### src/hdl/hdle_pkg.sv
// Shared types and constants for the HTTP Date line to epoch converter.
// Depends on nothing; used by hdle_parser, hdle_epoch and the top level.
`default_nettype none

package hdle_pkg;

	// Width of each numeric field accumulator; values saturate at the top.
	localparam int unsigned ACC_W = 14;
	localparam logic [ACC_W-1:0] ACC_MAX = '1;

	// Month text is held as three bytes, first byte highest.
	localparam int unsigned MON_W = 24;

	// Width of the seconds result.
	localparam int unsigned EPOCH_W = 40;

	// Default digit bound for one numeric field.
	localparam int unsigned MAX_DIGITS_DEF = 4;

	// Fields of one finished line, handed from the parser to the epoch pipe.
	typedef struct packed {
		logic             bad;
		logic [MON_W-1:0] month_chars;
		logic [ACC_W-1:0] year;
		logic [ACC_W-1:0] day;
		logic [ACC_W-1:0] hour;
		logic [ACC_W-1:0] minute;
		logic [ACC_W-1:0] second;
	} line_fields_t;

endpackage

`default_nettype wire

### src/hdl/hdle_parser.sv
// Byte-wise parser for "Date: Www, DD Mon YYYY HH:MM:SS" header lines.
// Depends on hdle_pkg; hands a snapshot of each finished line to hdle_epoch.
`default_nettype none

module hdle_parser #(
	parameter int unsigned MAX_DIGITS = hdle_pkg::MAX_DIGITS_DEF
) (
	input  wire logic                    clk,
	input  wire logic                    arst_n,
	input  wire logic                    byte_valid,
	output logic                         byte_stall,
	input  wire logic [7:0]              char_byte,
	input  wire logic                    line_last,
	output logic                         line_valid_s1,
	output hdle_pkg::line_fields_t       line_s1,
	input  wire logic                    line_ready_s2
);
	import hdle_pkg::*;

	localparam int unsigned CNT_W = $clog2(MAX_DIGITS + 1);

	// Position in the header format, one-hot.
	typedef enum logic [19:0] {
		PH_PREFIX0 = 20'h00001,
		PH_PREFIX1 = 20'h00002,
		PH_PREFIX2 = 20'h00004,
		PH_PREFIX3 = 20'h00008,
		PH_PREFIX4 = 20'h00010,
		PH_WDAY_WS = 20'h00020,
		PH_WDAY    = 20'h00040,
		PH_DAY_WS  = 20'h00080,
		PH_DAY     = 20'h00100,
		PH_MON_WS  = 20'h00200,
		PH_MON     = 20'h00400,
		PH_YEAR_WS = 20'h00800,
		PH_YEAR    = 20'h01000,
		PH_HOUR_WS = 20'h02000,
		PH_HOUR    = 20'h04000,
		PH_MIN_WS  = 20'h08000,
		PH_MIN     = 20'h10000,
		PH_SEC_WS  = 20'h20000,
		PH_SEC     = 20'h40000,
		PH_DONE    = 20'h80000
	} phase_t;

	localparam logic [7:0] CH_COMMA = 8'h2C;
	localparam logic [7:0] CH_COLON = 8'h3A;
	localparam logic [7:0] CH_NUL   = 8'h00;
	localparam logic [7:0] CH_D     = 8'h44;
	localparam logic [7:0] CH_A     = 8'h61;
	localparam logic [7:0] CH_T     = 8'h74;
	localparam logic [7:0] CH_E     = 8'h65;

	function automatic logic is_space(input logic [7:0] c);
		return (c == 8'h20) || ((c >= 8'h09) && (c <= 8'h0D));
	endfunction

	function automatic logic is_digit(input logic [7:0] c);
		return (c >= 8'h30) && (c <= 8'h39);
	endfunction

	phase_t           phase_q, n_phase;
	logic [1:0]       wlen_q, n_wlen;
	logic [MON_W-1:0] month_q, n_month;
	logic [ACC_W-1:0] day_q, n_day;
	logic [ACC_W-1:0] year_q, n_year;
	logic [ACC_W-1:0] hour_q, n_hour;
	logic [ACC_W-1:0] min_q, n_min;
	logic [ACC_W-1:0] sec_q, n_sec;
	logic [CNT_W-1:0] dcnt_q, n_dcnt;
	logic             bad_q, n_bad;

	logic             ws, dg, dig_full, nul_bad, accept, ready_s1;
	logic [ACC_W-1:0] cur_acc, step_acc, first_acc;
	logic [ACC_W+3:0] mac;

	assign ws       = is_space(char_byte);
	assign dg       = is_digit(char_byte);
	assign dig_full = (dcnt_q >= CNT_W'(MAX_DIGITS));

	// The snapshot register frees up when empty or when the epoch pipe takes it.
	assign ready_s1   = !line_valid_s1 || line_ready_s2;
	assign byte_stall = !ready_s1;
	assign accept     = byte_valid && !byte_stall;

	// One shared multiply-accumulate for whichever number is being read.
	always_comb begin
		unique case (phase_q)
			PH_YEAR: cur_acc = year_q;
			PH_HOUR: cur_acc = hour_q;
			PH_MIN:  cur_acc = min_q;
			PH_SEC:  cur_acc = sec_q;
			default: cur_acc = day_q;
		endcase
	end

	assign mac       = {1'b0, cur_acc, 3'b000} + {3'b000, cur_acc, 1'b0}
	                 + {{(ACC_W){1'b0}}, char_byte[3:0]};
	assign step_acc  = (mac > (ACC_W+4)'(ACC_MAX)) ? ACC_MAX : mac[ACC_W-1:0];
	assign first_acc = {{(ACC_W-4){1'b0}}, char_byte[3:0]};

	// A NUL byte breaks the line anywhere past the prefix until the seconds.
	assign nul_bad = (char_byte == CH_NUL) && (phase_q != PH_PREFIX0)
	              && (phase_q != PH_PREFIX1) && (phase_q != PH_PREFIX2)
	              && (phase_q != PH_PREFIX3) && (phase_q != PH_PREFIX4)
	              && (phase_q != PH_SEC) && (phase_q != PH_DONE);

	// Next parse state for the byte on the input.
	always_comb begin
		n_phase = phase_q;
		n_wlen  = wlen_q;
		n_month = month_q;
		n_day   = day_q;
		n_year  = year_q;
		n_hour  = hour_q;
		n_min   = min_q;
		n_sec   = sec_q;
		n_dcnt  = dcnt_q;
		n_bad   = bad_q;
		if (!bad_q) begin
			if (nul_bad) begin
				n_bad = 1'b1;
			end else begin
				unique case (phase_q)
					PH_PREFIX0: begin
						if (char_byte == CH_D) n_phase = PH_PREFIX1;
						else n_bad = 1'b1;
					end
					PH_PREFIX1: begin
						if (char_byte == CH_A) n_phase = PH_PREFIX2;
						else n_bad = 1'b1;
					end
					PH_PREFIX2: begin
						if (char_byte == CH_T) n_phase = PH_PREFIX3;
						else n_bad = 1'b1;
					end
					PH_PREFIX3: begin
						if (char_byte == CH_E) n_phase = PH_PREFIX4;
						else n_bad = 1'b1;
					end
					PH_PREFIX4: begin
						if (char_byte == CH_COLON) n_phase = PH_WDAY_WS;
						else n_bad = 1'b1;
					end
					PH_WDAY_WS: begin
						if (char_byte == CH_COMMA) begin
							n_bad = 1'b1;
						end else if (!ws) begin
							n_wlen  = 2'd1;
							n_phase = PH_WDAY;
						end
					end
					PH_WDAY: begin
						if (char_byte == CH_COMMA) n_phase = PH_DAY_WS;
						else if (wlen_q == 2'd3) n_bad = 1'b1;
						else n_wlen = wlen_q + 2'd1;
					end
					PH_DAY_WS: begin
						if (dg) begin
							n_day   = first_acc;
							n_dcnt  = CNT_W'(1);
							n_phase = PH_DAY;
						end else if (!ws) begin
							n_bad = 1'b1;
						end
					end
					PH_DAY: begin
						if (dg) begin
							if (dig_full) begin
								n_bad = 1'b1;
							end else begin
								n_day  = step_acc;
								n_dcnt = dcnt_q + CNT_W'(1);
							end
						end else if (ws) begin
							n_phase = PH_MON_WS;
						end else begin
							// Any other byte right after the day starts the month.
							n_month = {16'h0000, char_byte};
							n_dcnt  = CNT_W'(1);
							n_phase = PH_MON;
						end
					end
					PH_MON_WS: begin
						if (!ws) begin
							n_month = {16'h0000, char_byte};
							n_dcnt  = CNT_W'(1);
							n_phase = PH_MON;
						end
					end
					PH_MON: begin
						if (ws) begin
							n_bad = 1'b1;
						end else begin
							n_month = {month_q[MON_W-9:0], char_byte};
							if (dcnt_q + CNT_W'(1) >= CNT_W'(3)) begin
								n_dcnt  = '0;
								n_phase = PH_YEAR_WS;
							end else begin
								n_dcnt = dcnt_q + CNT_W'(1);
							end
						end
					end
					PH_YEAR_WS: begin
						if (dg) begin
							n_year  = first_acc;
							n_dcnt  = CNT_W'(1);
							n_phase = PH_YEAR;
						end else if (!ws) begin
							n_bad = 1'b1;
						end
					end
					PH_YEAR: begin
						if (dg) begin
							if (dig_full) begin
								n_bad = 1'b1;
							end else begin
								n_year = step_acc;
								n_dcnt = dcnt_q + CNT_W'(1);
							end
						end else if (ws) begin
							n_phase = PH_HOUR_WS;
						end else begin
							n_bad = 1'b1;
						end
					end
					PH_HOUR_WS: begin
						if (dg) begin
							n_hour  = first_acc;
							n_dcnt  = CNT_W'(1);
							n_phase = PH_HOUR;
						end else if (!ws) begin
							n_bad = 1'b1;
						end
					end
					PH_HOUR: begin
						if (dg) begin
							if (dig_full) begin
								n_bad = 1'b1;
							end else begin
								n_hour = step_acc;
								n_dcnt = dcnt_q + CNT_W'(1);
							end
						end else if (char_byte == CH_COLON) begin
							n_phase = PH_MIN_WS;
						end else begin
							n_bad = 1'b1;
						end
					end
					PH_MIN_WS: begin
						if (dg) begin
							n_min   = first_acc;
							n_dcnt  = CNT_W'(1);
							n_phase = PH_MIN;
						end else if (!ws) begin
							n_bad = 1'b1;
						end
					end
					PH_MIN: begin
						if (dg) begin
							if (dig_full) begin
								n_bad = 1'b1;
							end else begin
								n_min  = step_acc;
								n_dcnt = dcnt_q + CNT_W'(1);
							end
						end else if (char_byte == CH_COLON) begin
							n_phase = PH_SEC_WS;
						end else begin
							n_bad = 1'b1;
						end
					end
					PH_SEC_WS: begin
						if (dg) begin
							n_sec   = first_acc;
							n_dcnt  = CNT_W'(1);
							n_phase = PH_SEC;
						end else if (!ws) begin
							n_bad = 1'b1;
						end
					end
					PH_SEC: begin
						if (dg) begin
							if (dig_full) begin
								n_bad = 1'b1;
							end else begin
								n_sec  = step_acc;
								n_dcnt = dcnt_q + CNT_W'(1);
							end
						end else begin
							n_phase = PH_DONE;
						end
					end
					PH_DONE: begin
						n_phase = PH_DONE;
					end
					default: begin
						n_bad = 1'b1;
					end
				endcase
			end
		end
	end

	// Parse state; it returns to its start after the last word of a line.
	always_ff @(posedge clk or negedge arst_n) begin
		if (!arst_n) begin
			phase_q <= PH_PREFIX0;
			wlen_q  <= '0;
			month_q <= '0;
			day_q   <= '0;
			year_q  <= '0;
			hour_q  <= '0;
			min_q   <= '0;
			sec_q   <= '0;
			dcnt_q  <= '0;
			bad_q   <= 1'b0;
		end else if (accept) begin
			if (line_last) begin
				phase_q <= PH_PREFIX0;
				wlen_q  <= '0;
				month_q <= '0;
				day_q   <= '0;
				year_q  <= '0;
				hour_q  <= '0;
				min_q   <= '0;
				sec_q   <= '0;
				dcnt_q  <= '0;
				bad_q   <= 1'b0;
			end else begin
				phase_q <= n_phase;
				wlen_q  <= n_wlen;
				month_q <= n_month;
				day_q   <= n_day;
				year_q  <= n_year;
				hour_q  <= n_hour;
				min_q   <= n_min;
				sec_q   <= n_sec;
				dcnt_q  <= n_dcnt;
				bad_q   <= n_bad;
			end
		end
	end

	// Snapshot valid flag for a finished line.
	always_ff @(posedge clk or negedge arst_n) begin
		if (!arst_n) begin
			line_valid_s1 <= 1'b0;
		end else if (ready_s1) begin
			line_valid_s1 <= accept && line_last;
		end
	end

	// Snapshot of the fields as they stand after the last word.
	always_ff @(posedge clk) begin
		if (accept && line_last) begin
			line_s1.bad         <= n_bad || !((n_phase == PH_SEC) || (n_phase == PH_DONE));
			line_s1.month_chars <= n_month;
			line_s1.year        <= n_year;
			line_s1.day         <= n_day;
			line_s1.hour        <= n_hour;
			line_s1.minute      <= n_min;
			line_s1.second      <= n_sec;
		end
	end

endmodule

`default_nettype wire

### src/hdl/hdle_epoch.sv
// Three-stage pipe that turns parsed date fields into epoch seconds.
// Depends on hdle_pkg; fed by hdle_parser, drives the result channel.
`default_nettype none

module hdle_epoch (
	input  wire logic                          clk,
	input  wire logic                          arst_n,
	input  wire logic                          line_valid_s1,
	input  wire hdle_pkg::line_fields_t        line_s1,
	output logic                               line_ready_s2,
	output logic                               result_valid,
	input  wire logic                          result_stall,
	output logic                               date_valid,
	output logic [hdle_pkg::EPOCH_W-1:0]       epoch_seconds
);
	import hdle_pkg::*;

	localparam int unsigned Q_W    = 8;
	localparam int unsigned PROD_W = ACC_W + 13;
	localparam int unsigned DAYS_W = 26;
	localparam int unsigned TOD_W  = 27;
	localparam int unsigned TOT_W  = 44;

	// floor(y / 100) = (y * 5243) >> 19, exact for every 14-bit y.
	localparam logic [12:0] RECIP_100 = 13'd5243;
	localparam int unsigned RECIP_SH  = 19;

	localparam logic [ACC_W-1:0] YEAR_MIN    = ACC_W'(1970);
	localparam logic [ACC_W-1:0] YEAR_MAX    = ACC_W'(9999);
	// Days from year 0 offsets: 365 * 1970, leap days through 1969, and day one.
	localparam int unsigned      DAYS_OFFSET = 365 * 1970 + 477 + 1;
	localparam int unsigned      SEC_PER_DAY = 86400;

	localparam logic [MON_W-1:0] MON_JAN = 24'h4A616E;
	localparam logic [MON_W-1:0] MON_FEB = 24'h466562;
	localparam logic [MON_W-1:0] MON_MAR = 24'h4D6172;
	localparam logic [MON_W-1:0] MON_APR = 24'h417072;
	localparam logic [MON_W-1:0] MON_MAY = 24'h4D6179;
	localparam logic [MON_W-1:0] MON_JUN = 24'h4A756E;
	localparam logic [MON_W-1:0] MON_JUL = 24'h4A756C;
	localparam logic [MON_W-1:0] MON_AUG = 24'h417567;
	localparam logic [MON_W-1:0] MON_SEP = 24'h536570;
	localparam logic [MON_W-1:0] MON_OCT = 24'h4F6374;
	localparam logic [MON_W-1:0] MON_NOV = 24'h4E6F76;
	localparam logic [MON_W-1:0] MON_DEC = 24'h446563;

	typedef struct packed {
		logic       found;
		logic [3:0] idx;
	} month_hit_t;

	// Month abbreviation to index 0..11.
	function automatic month_hit_t month_lookup(input logic [MON_W-1:0] m);
		month_hit_t h;
		h.found = 1'b1;
		unique case (m)
			MON_JAN: h.idx = 4'd0;
			MON_FEB: h.idx = 4'd1;
			MON_MAR: h.idx = 4'd2;
			MON_APR: h.idx = 4'd3;
			MON_MAY: h.idx = 4'd4;
			MON_JUN: h.idx = 4'd5;
			MON_JUL: h.idx = 4'd6;
			MON_AUG: h.idx = 4'd7;
			MON_SEP: h.idx = 4'd8;
			MON_OCT: h.idx = 4'd9;
			MON_NOV: h.idx = 4'd10;
			MON_DEC: h.idx = 4'd11;
			default: begin
				h.found = 1'b0;
				h.idx   = 4'd0;
			end
		endcase
		return h;
	endfunction

	// Days in the year before the first of each month, common year.
	function automatic logic [8:0] days_before(input logic [3:0] idx);
		logic [8:0] d;
		unique case (idx)
			4'd0:    d = 9'd0;
			4'd1:    d = 9'd31;
			4'd2:    d = 9'd59;
			4'd3:    d = 9'd90;
			4'd4:    d = 9'd120;
			4'd5:    d = 9'd151;
			4'd6:    d = 9'd181;
			4'd7:    d = 9'd212;
			4'd8:    d = 9'd243;
			4'd9:    d = 9'd273;
			4'd10:   d = 9'd304;
			4'd11:   d = 9'd334;
			default: d = 9'd0;
		endcase
		return d;
	endfunction

	logic ready_s3, ready_out;

	// Stage 2 registers: month index, range check, centuries of the year.
	logic             valid_s2, bad_s2;
	logic [3:0]       idx_s2;
	logic [ACC_W-1:0] year_s2, y1_s2, day_s2, hour_s2, min_s2, sec_s2;
	logic [Q_W-1:0]   q1_s2, qy_s2;

	// Stage 3 registers: whole days and time of day.
	logic                     valid_s3, bad_s3;
	logic signed [DAYS_W-1:0] days_s3;
	logic [TOD_W-1:0]         tod_s3;

	// Backpressure: each stage moves on when it is empty or its successor moves.
	assign ready_out     = !result_valid || !result_stall;
	assign ready_s3      = !valid_s3 || ready_out;
	assign line_ready_s2 = !valid_s2 || ready_s3;

	// Stage 2 logic.
	month_hit_t        hit;
	logic [ACC_W-1:0]  y1;
	logic [PROD_W-1:0] prod_y1, prod_y;
	logic              year_ok;

	assign hit     = month_lookup(line_s1.month_chars);
	assign y1      = line_s1.year - ACC_W'(1);
	assign prod_y1 = PROD_W'(y1) * PROD_W'(RECIP_100);
	assign prod_y  = PROD_W'(line_s1.year) * PROD_W'(RECIP_100);
	assign year_ok = (line_s1.year >= YEAR_MIN) && (line_s1.year <= YEAR_MAX);

	always_ff @(posedge clk or negedge arst_n) begin
		if (!arst_n) begin
			valid_s2 <= 1'b0;
		end else if (line_ready_s2) begin
			valid_s2 <= line_valid_s1;
		end
	end

	always_ff @(posedge clk) begin
		if (line_ready_s2 && line_valid_s1) begin
			bad_s2  <= line_s1.bad || !hit.found || !year_ok;
			idx_s2  <= hit.idx;
			year_s2 <= line_s1.year;
			y1_s2   <= y1;
			q1_s2   <= prod_y1[RECIP_SH +: Q_W];
			qy_s2   <= prod_y[RECIP_SH +: Q_W];
			day_s2  <= line_s1.day;
			hour_s2 <= line_s1.hour;
			min_s2  <= line_s1.minute;
			sec_s2  <= line_s1.second;
		end
	end

	// Stage 3 logic: days since the epoch and seconds within the day.
	logic [DAYS_W-1:0] days_pos, days_neg;
	logic [Q_W+6:0]    qy_x100;
	logic              is_leap, leap_add;
	logic [TOD_W-1:0]  tod;

	assign qy_x100  = {1'b0, qy_s2, 6'b0} + {2'b0, qy_s2, 5'b0} + {5'b0, qy_s2, 2'b0};
	assign is_leap  = (year_s2[1:0] == 2'b00)
	               && ((qy_x100 != (Q_W+7)'(year_s2)) || (qy_s2[1:0] == 2'b00));
	assign leap_add = is_leap && (idx_s2 >= 4'd2);

	assign days_pos = DAYS_W'(year_s2) * DAYS_W'(365)
	                + DAYS_W'(y1_s2[ACC_W-1:2])
	                + DAYS_W'(q1_s2[Q_W-1:2])
	                + DAYS_W'(days_before(idx_s2))
	                + DAYS_W'(leap_add)
	                + DAYS_W'(day_s2);
	assign days_neg = DAYS_W'(q1_s2) + DAYS_W'(DAYS_OFFSET);

	assign tod = TOD_W'(hour_s2) * TOD_W'(3600)
	           + TOD_W'(min_s2) * TOD_W'(60)
	           + TOD_W'(sec_s2);

	always_ff @(posedge clk or negedge arst_n) begin
		if (!arst_n) begin
			valid_s3 <= 1'b0;
		end else if (ready_s3) begin
			valid_s3 <= valid_s2;
		end
	end

	always_ff @(posedge clk) begin
		if (ready_s3 && valid_s2) begin
			bad_s3  <= bad_s2;
			days_s3 <= $signed(days_pos) - $signed(days_neg);
			tod_s3  <= tod;
		end
	end

	// Output stage: scale days to seconds and add the time of day.
	logic signed [TOT_W-1:0] total;
	logic                    ok;

	assign total = TOT_W'(days_s3) * $signed(TOT_W'(SEC_PER_DAY))
	             + $signed(TOT_W'(tod_s3));
	assign ok    = !bad_s3 && !total[TOT_W-1];

	always_ff @(posedge clk or negedge arst_n) begin
		if (!arst_n) begin
			result_valid <= 1'b0;
		end else if (ready_out) begin
			result_valid <= valid_s3;
		end
	end

	always_ff @(posedge clk) begin
		if (ready_out && valid_s3) begin
			date_valid    <= ok;
			epoch_seconds <= ok ? total[EPOCH_W-1:0] : '0;
		end
	end

endmodule

`default_nettype wire

### src/hdl/http_date_line_to_epoch.sv
// HTTP Date header line to Unix epoch seconds.
//
// Input channel: one header-line word (char_byte, line_last) per accepted
// cycle on byte_valid / byte_stall. Output channel: one result word
// (date_valid, epoch_seconds) per line on result_valid / result_stall, given
// for the word that carries line_last. epoch_seconds is zero when
// date_valid is low.
// Throughput: one input word per cycle while byte_stall is low. The parser
// updates its state in the cycle a word is taken; the epoch sum runs in a
// three-register pipe. A finished line moves from the snapshot register
// through the stage 2, stage 3 and output registers in that order.
// When the receiver stalls, the result holds in the output register and the
// pipe behind it keeps filling; byte_stall rises only once the snapshot
// register and every pipe stage hold a finished line.
// Reset clears the parse state and every valid flag; the next word is taken
// as the first word of a new line.
// Depends on hdle_pkg, hdle_parser and hdle_epoch.
`default_nettype none

module http_date_line_to_epoch #(
	parameter int unsigned MAX_DIGITS = hdle_pkg::MAX_DIGITS_DEF
) (
	input  wire logic                        clk,
	input  wire logic                        arst_n,
	input  wire logic                        byte_valid,
	output logic                             byte_stall,
	input  wire logic [7:0]                  char_byte,
	input  wire logic                        line_last,
	output logic                             result_valid,
	input  wire logic                        result_stall,
	output logic                             date_valid,
	output logic [hdle_pkg::EPOCH_W-1:0]     epoch_seconds
);
	import hdle_pkg::*;

	logic         line_valid_s1;
	line_fields_t line_s1;
	logic         line_ready_s2;

	// Byte-wise format parser with the finished-line snapshot register.
	hdle_parser #(
		.MAX_DIGITS (MAX_DIGITS)
	) u_parser (
		.clk           (clk),
		.arst_n        (arst_n),
		.byte_valid    (byte_valid),
		.byte_stall    (byte_stall),
		.char_byte     (char_byte),
		.line_last     (line_last),
		.line_valid_s1 (line_valid_s1),
		.line_s1       (line_s1),
		.line_ready_s2 (line_ready_s2)
	);

	// Calendar arithmetic and result register.
	hdle_epoch u_epoch (
		.clk           (clk),
		.arst_n        (arst_n),
		.line_valid_s1 (line_valid_s1),
		.line_s1       (line_s1),
		.line_ready_s2 (line_ready_s2),
		.result_valid  (result_valid),
		.result_stall  (result_stall),
		.date_valid    (date_valid),
		.epoch_seconds (epoch_seconds)
	);

endmodule

`default_nettype wire
### config.mk
export PLATFORM = sky130hd
export DESIGN_NAME = http_date_line_to_epoch
export DESIGN_NICKNAME = d
export VERILOG_FILES = /design/src/hdl/hdle_pkg.sv /design/src/hdl/hdle_parser.sv /design/src/hdl/hdle_epoch.sv /design/src/hdl/http_date_line_to_epoch.sv
export SDC_FILE = /design/constraint.sdc
export NUM_CORES = 2
export LEC_CHECK = 0
export BUFFER_PORTS_ARGS = -buffer_cell sky130_fd_sc_hd__buf_4
export CAP_MARGIN = 15
export CORE_ASPECT_RATIO = 0.75
export CORE_MARGIN = 10
export CORE_UTILIZATION = 30
export DETAILED_ROUTE_END_ITERATION = 6
export PLACE_DENSITY = 0.48
export SLEW_MARGIN = 40
export SYNTH_ARGS = -nofsm -noshare
export SYNTH_HDL_FRONTEND = slang
export SYNTH_SLANG_ARGS = --single-unit
### constraint.sdc
create_clock -name clk -period 10.2 [get_ports clk]
set_clock_uncertainty 0.05 [all_clocks]
set_input_delay 0.51 -clock clk [delete_from_list [all_inputs] [get_ports clk]]
set_output_delay 0.51 -clock clk [all_outputs]
set_load 0.05 [all_outputs]
# == Word level (Yosys, flattened, before mapping) ==
# Memories as Yosys holds them, arrays and structs flattened. A register that Yosys moved wholly into a read port is not among the register bits.
# Index checks and enable logic that the tools add are counted.
# classes
reduce_logical,52
add_sub_neg,17
bitwise,0
n_div,0
muxes,114
shifts,0
n_mul,6
n_lt_le_gt_ge,10
eq_ne,59
# ops
operator,n
20-bit 2-to-1 mux,27
14-bit 2-to-1 mux,31
20-bit case mux with 20 select lines,1
24-bit by 23-bit == test with 1-bit output (second input constant),12
24-bit 2-to-1 mux,6
14-bit case mux with 2 select lines,5
24-bit case mux with 3 select lines,1
14-bit case mux with 4 select lines,1
14-bit by 13-bit multiplier with 27-bit output (second input constant),2
44-bit by 28-bit adder with 44-bit output,1
4-bit case mux with 11 select lines,1
20-bit by 19-bit == test with 1-bit output (second input constant),2
20-bit == test (second input constant),2
26-bit by 11-bit multiplier with 37-bit output (second input constant),1
8-bit by 7-bit == test with 1-bit output (second input constant),4
3-bit 2-to-1 mux,10
26-bit by 20-bit adder with 27-bit output,1
27-bit by 14-bit adder with 27-bit output,1
26-bit by 1-bit adder with 26-bit output,1
26-bit by 14-bit adder with 26-bit output,1
26-bit by 6-bit adder with 26-bit output,1
26-bit by 9-bit adder with 26-bit output,1
26-bit subtractor,1
23-bit by 12-bit adder with 24-bit output,1
72 further kinds,143
# word_totals
reg_bits,419
mem_count,1
latchBits,0
ram_bits,0
word_cells,295
mem_bits_ro,144
output_inout_bits,43
# memory_table
memory,words,word_bits,read_ports,rd_clocked_by_memory_dff,write_ports,line_no,rtl
(name not given),16,9,1,1,0,hdle_epoch.sv:80,unique case (idx)

# == Longest topological paths before layout ==
# depth
ltp_word,14
depth_mapped,28
depth_no_buf,28

# == Modules after synthesis ==
# From an unflattened synthesis, not the netlist that was laid out.
# unflattened
hier_cells,4013
hier_area_um2,41249.6
# by_module_without_submodules
module,area_per_inst_um2,n_inst,cells_each
hdle_epoch,29223.0,1,2781
hdle_parser,12026.5,1,1232

# == Worst setup path after synthesis ==
# Ideal clock, no wire load.
# synth_path
path_kind,flip-flop to flip-flop
start,"register, netlist name u_parser.line_s1[58]"
end,"register u_epoch.q1_s2[7], data pin"
period_less_slack_ps,6867
setup_time_ps,260
setup_slack_ps,3333
t_arrival_ps,6557
required_ps,9890
stages_incl_launch_ff,26
path_cell_list,edfxtp_1 > inv_1 > ha_1 > a21boi_0 > o21ai_0 > a21boi_0 > nand3_1 > xnor2_1 > fa_1 > ha_1 > fa_1 > inv_1 > fa_1 > inv_1 > fa_1 > ha_1 > o2111ai_1 > nor2_1 > nor2_1 > nand2_1 > a21oi_1 > o21a_1 > o21ai_0 > nor4_1 > nor3_1 > xnor2_1
# synth_via
elab_chain_cells,2
# synth_rtl
element,line_no,rtl
14-bit by 1-bit subtractor with 14-bit output,hdle_epoch.sv:123,assign y1 = line_s1.year - ACC_W'(1);
net u_epoch.y1[11],hdle_epoch.sv:118,logic [ACC_W-1:0] y1;
14-bit by 13-bit multiplier with 27-bit output,hdle_epoch.sv:124,assign prod_y1 = PROD_W'(y1) * PROD_W'(RECIP_100);
net u_epoch.prod_y1[26],hdle_epoch.sv:119,"logic [PROD_W-1:0] prod_y1, prod_y;"
to (signal assigned),hdle_epoch.sv:142,q1_s2 <= prod_y1[RECIP_SH +: Q_W];
to (decl),hdle_epoch.sv:104,"logic [Q_W-1:0] q1_s2, qy_s2;"
# The timed path passes the listed nets, and every way through them passes these cells.
# A chain may end at the register's enable or synchronous reset.

# == Final worst setup path ==
# layout_path
start,"register, netlist name u_parser.line_s1[58]"
end,"register u_epoch.q1_s2[7], data pin"
# layout_via
elab_chain_cells,2
# layout_rtl
element,line_no
14-bit by 1-bit subtractor with 14-bit output,hdle_epoch.sv:123
net u_epoch.y1[9],hdle_epoch.sv:118
14-bit by 13-bit multiplier with 27-bit output,hdle_epoch.sv:124
net u_epoch.prod_y1[26],hdle_epoch.sv:119
# The timed path passes the listed nets, and every way through them passes these cells.

==> impl_results.md <==
* Mapped Cells at slightly above 4k
* Layout cell share with drive strength beyond 1 at 6.36%
* Placer Congestion at 0.880
* Num rows at ~120
* Post-CTS sizing at 0
* Crit path from: u_parser.line_s1[58]
* Mux cell area share after synthesis at 0.340%
* Critical Path Start Type: flip-flop
* CTS Buffer Depth at 3
* Largest delay contributor family on the critical path: adder cells
* FF-to-FF path depth at 24
* Register area at approximately 0.012 sq mm
* WP depth at 24
* Max-slew violation count at 0
* Yosys reg bits at between 400 and 500
* Vias in the first global route at 29.3k
* Area share of the leading cell type in the synthesized netlist at 21.2%
* CTS tree: yes
* # nets final at 5139
* 1st-pass router iterations at 7
* FILL cells at ~14k
* WP buf/inv at 3
* Yosys cell types at 101
* Crit. End Element: flip-flop
* Routed wire per std cell at approximately 18 um
* Post-Synth Simple-Gate Area at 11.3%
* Setup CP Type: flip-flop to flip-flop
* Detailed-route DRC error count at 7
* Netlist Area Pre-Place at 0.0415 sq mm
* Syn avg cell area at 10.1 sq um
* Crit path max fanout at 8
* Drt via density at 4.88
* Synth Flop Type: edfxtp_1
* Final Cycle Share at 74.2%
* DRT iter0 DRCs at between 2k and 2.5k
* Port Buffers at 55
* Root Buffer: clkbuf_16
* Max Freq at 0.132 GHz
* GRT Util Overall at between 10% and 20%
* Period minus WS final at 7560 ps
* Ranking of synthesized cells by area: edfxtp_1 21%, ha_1 19%, fa_1 16%
* CTS Hold Bufs at 1
* Worst-Margin Slew at around 830 ps
* Setup Viol. Count Final at 0
* R2R setup slack at about 2600 ps
* Multi-input gate area at 0.0267 sq mm
* Post-Syn Nets at 5085
* Post-CTS Repair Setup Buffers at 0
* Yosys warns at 0
* Crit path cell chain: inv_1, ha_1, a21boi_0, o21ai_0, a21boi_0, nand2_1, xnor2_2, ha_1, fa_1, fa_1, inv_1, fa_1, fa_1, inv_1, ha_1, a211o_1, a21oi_1, nor3_1, a21oi_1, o21a_1, o21ai_0, nor4_1, nor3_1, xnor2_1
* Post-Synth Adder-Cell Area at a little over a third
* Slowest stage delay, CP at 560 ps
* EDFF count, synth at 293
* Cell area after layout at 0.0460 sq mm
* Starting Density at a little under a third
* Post-Synth XOR/XNOR Area at 4.04%
* H-tree lvl count at 2
* Area of the core at 0.138 sq mm
* Most used cell, CP: fa_1
* Crit path arrival time at 7880 ps
* Die area at 0.154 sq mm
* Post-synthesis sequential area ratio at 29.1%
* Synth Area in Compound Gates at 13.0%
* Largest family of logic cells by synthesized area: adder cells
* Leading area contributor after synthesis: edfxtp_1
* Max Cap Viol at 0
* Critical Path Sink: u_epoch.q1_s2[7]
* Final Routed Wirelength at 109 mm
* IO Count at 56
* Final Util at between 30% and 40%
* Initial antenna violation count at 4
* Reg2reg end: u_epoch.q1_s2[7]
* Ys async rst share at 29.1%
* Die width at 450 um
* CP required at roughly 11000 ps
* Sum Neg Setup Slack at 0 ps
* Failing checks: DRC
* Fin. Hold Viols at 0
* Synthesis-to-layout area growth at 10.9%
* Hold Crit Class: input pin to flip-flop
* TritonCTS Sinks at around 430
* FF-to-FF Start: u_parser.line_s1[58]
* Routed vias at 29.6k
* GRT Residual Overflow at 0
* Hold_sp: result_stall
* Largest net degree at the start of global routing at 78
* Slew Limit Headroom at around 44%
* Die height at 342 um
* Num CTS Buffers at 49
* CTS clock-pin slew for the worst setup and hold paths at around 70 ps
* DP Wirelength at around 86 mm
* Dpl cell area at 0.0443 sq mm
* Antenna Nets Post-Route at 0
* Post-synth top cells: 666 x inv_1, 634 x ha_1, 336 x fa_1, 293 x edfxtp_1, 274 x nand2_1
* First-pass GRT wire length at ~170 mm
* Status: finished, violations left
* CP max stage cell: fa_1
* Clk Latency, worst-skew pair at 630 ps
* RSZ-0062 raised after global routing: no
* Most frequent cell after synthesis: inv_1
-- cells in the final DEF (no fill, tap or decap), types with 21 or more instances in the layout --
master     synthesis  final
inv_1            666    664
nor2b_1           44     43
or3_1             36     36
ha_1             634    634
edfxtp_1         293    293
nand2_1          274    273
a22oi_1           28     28
buf_4              3     88
xor2_1            65     64
and3_1            30     30
o21bai_1          21     21
dfrtp_1          123    123
a22o_1            58     58
nor3_1           104    101
xnor2_1          124    121
nor2_1           190    189
a31oi_1           32     32
clkbuf_16          0     51
fa_1             336    336
a211oi_1          27     27
o21ai_0          238    236
a21oi_1          152    152
a21o_1            50     50
nand2b_1          41     40
nand3_1           54     54
o21a_1            32     32
nor4_1            27     23
-- per-stage QoR --
step / setup slack (ps) / hold slack (ps) / std cells
final: 2640 / 147 / 6058
after detailed placement: 2790 / 355 / 5964
after CTS: 2710 / 120 / 6057
after floorplan: 3330 / 164 / 4102
after global placement: 2670 / 353 / 5964
after global routing: 1890 / 112 / 6058
-- worst register-to-register path, stage by stage (launching register included) --
cell	delay, ps
edfxtp_1	550
inv_1	280
ha_1	190
a21boi_0	400
o21ai_0	220
a21boi_0	460
nand2_1	170
xnor2_2	500
ha_1	390
fa_1	420
fa_1	480
inv_1	50
fa_1	460
fa_1	560
inv_1	50
ha_1	310
a211o_1	320
a21oi_1	130
nor3_1	60
a21oi_1	340
o21a_1	250
o21ai_0	210
nor4_1	230
nor3_1	110
xnor2_1	130
-- cell type report --
type / count / area share (%)
Tap cell: 1860 / 5.05
Inverter: 666 / 5.44
Antenna cell: 1 / 0.00544
Clock buffer: 61 / 2.90
Sequential cell: 426 / 26.2
Multi-Input combinational cell: 2920 / 58.0
Timing Repair Buffer: 93 / 1.55
Clock inverter: 31 / 0.769
-- flip-flops by register name, summed over array words and instances, names as in the netlist, 2 cells and up, named ones only --
name                   cells
u_epoch.day_s2            14
u_epoch.days_s3           26
u_epoch.epoch_seconds     40
u_epoch.hour_s2           14
u_epoch.idx_s2             4
u_epoch.min_s2            14
u_epoch.q1_s2              8
u_epoch.qy_s2              8
u_epoch.sec_s2            14
u_epoch.tod_s3            27
u_epoch.y1_s2             12
u_epoch.year_s2           14
u_parser.day_q            14
u_parser.dcnt_q            3
u_parser.hour_q           14
u_parser.line_s1          95
u_parser.min_q            14
u_parser.month_q          24
u_parser.phase_q          20
u_parser.sec_q            14
u_parser.wlen_q            2
u_parser.year_q           14
-- how the worst min path moves through the flow --
stage,endpoint,slack [ps],cells past startpoint
after detailed placement,u_epoch.hour_s2[13],350,0
final,u_epoch.result_valid,150,2
after global placement,u_epoch.hour_s2[10],350,0
after CTS,u_epoch.result_valid,120,2
after global routing,u_epoch.result_valid,110,2
after floorplan,u_epoch.result_valid,160,0
-- layer usage --
layer / vias to the layer above / share of wire, % / wire, um / global-route usage, %
met5: - / 0 / 0 / 0
met4: 0 / 1.5 / 1600 / 2.34
met3: 106 / 5.5 / 6020 / 2.17
met2: 712 / 40 / 44100 / 20.2
met1: 14400 / 53 / 57300 / 21.9
li1: 14400 / - / - / -
-- cell families after synthesis --
family / after synthesis
DFF: 426
buffers and inverters: 756
AOI/OAI and AO/OA: 816
adders and majority gates: 970
muxes: 13
and+or+nand+nor: 931
xor gates and xnor gates: 190
Power is left out: the tool's default activity adds up to more than one toggle a clock period on the data nets, which glitch-free logic cannot reach.
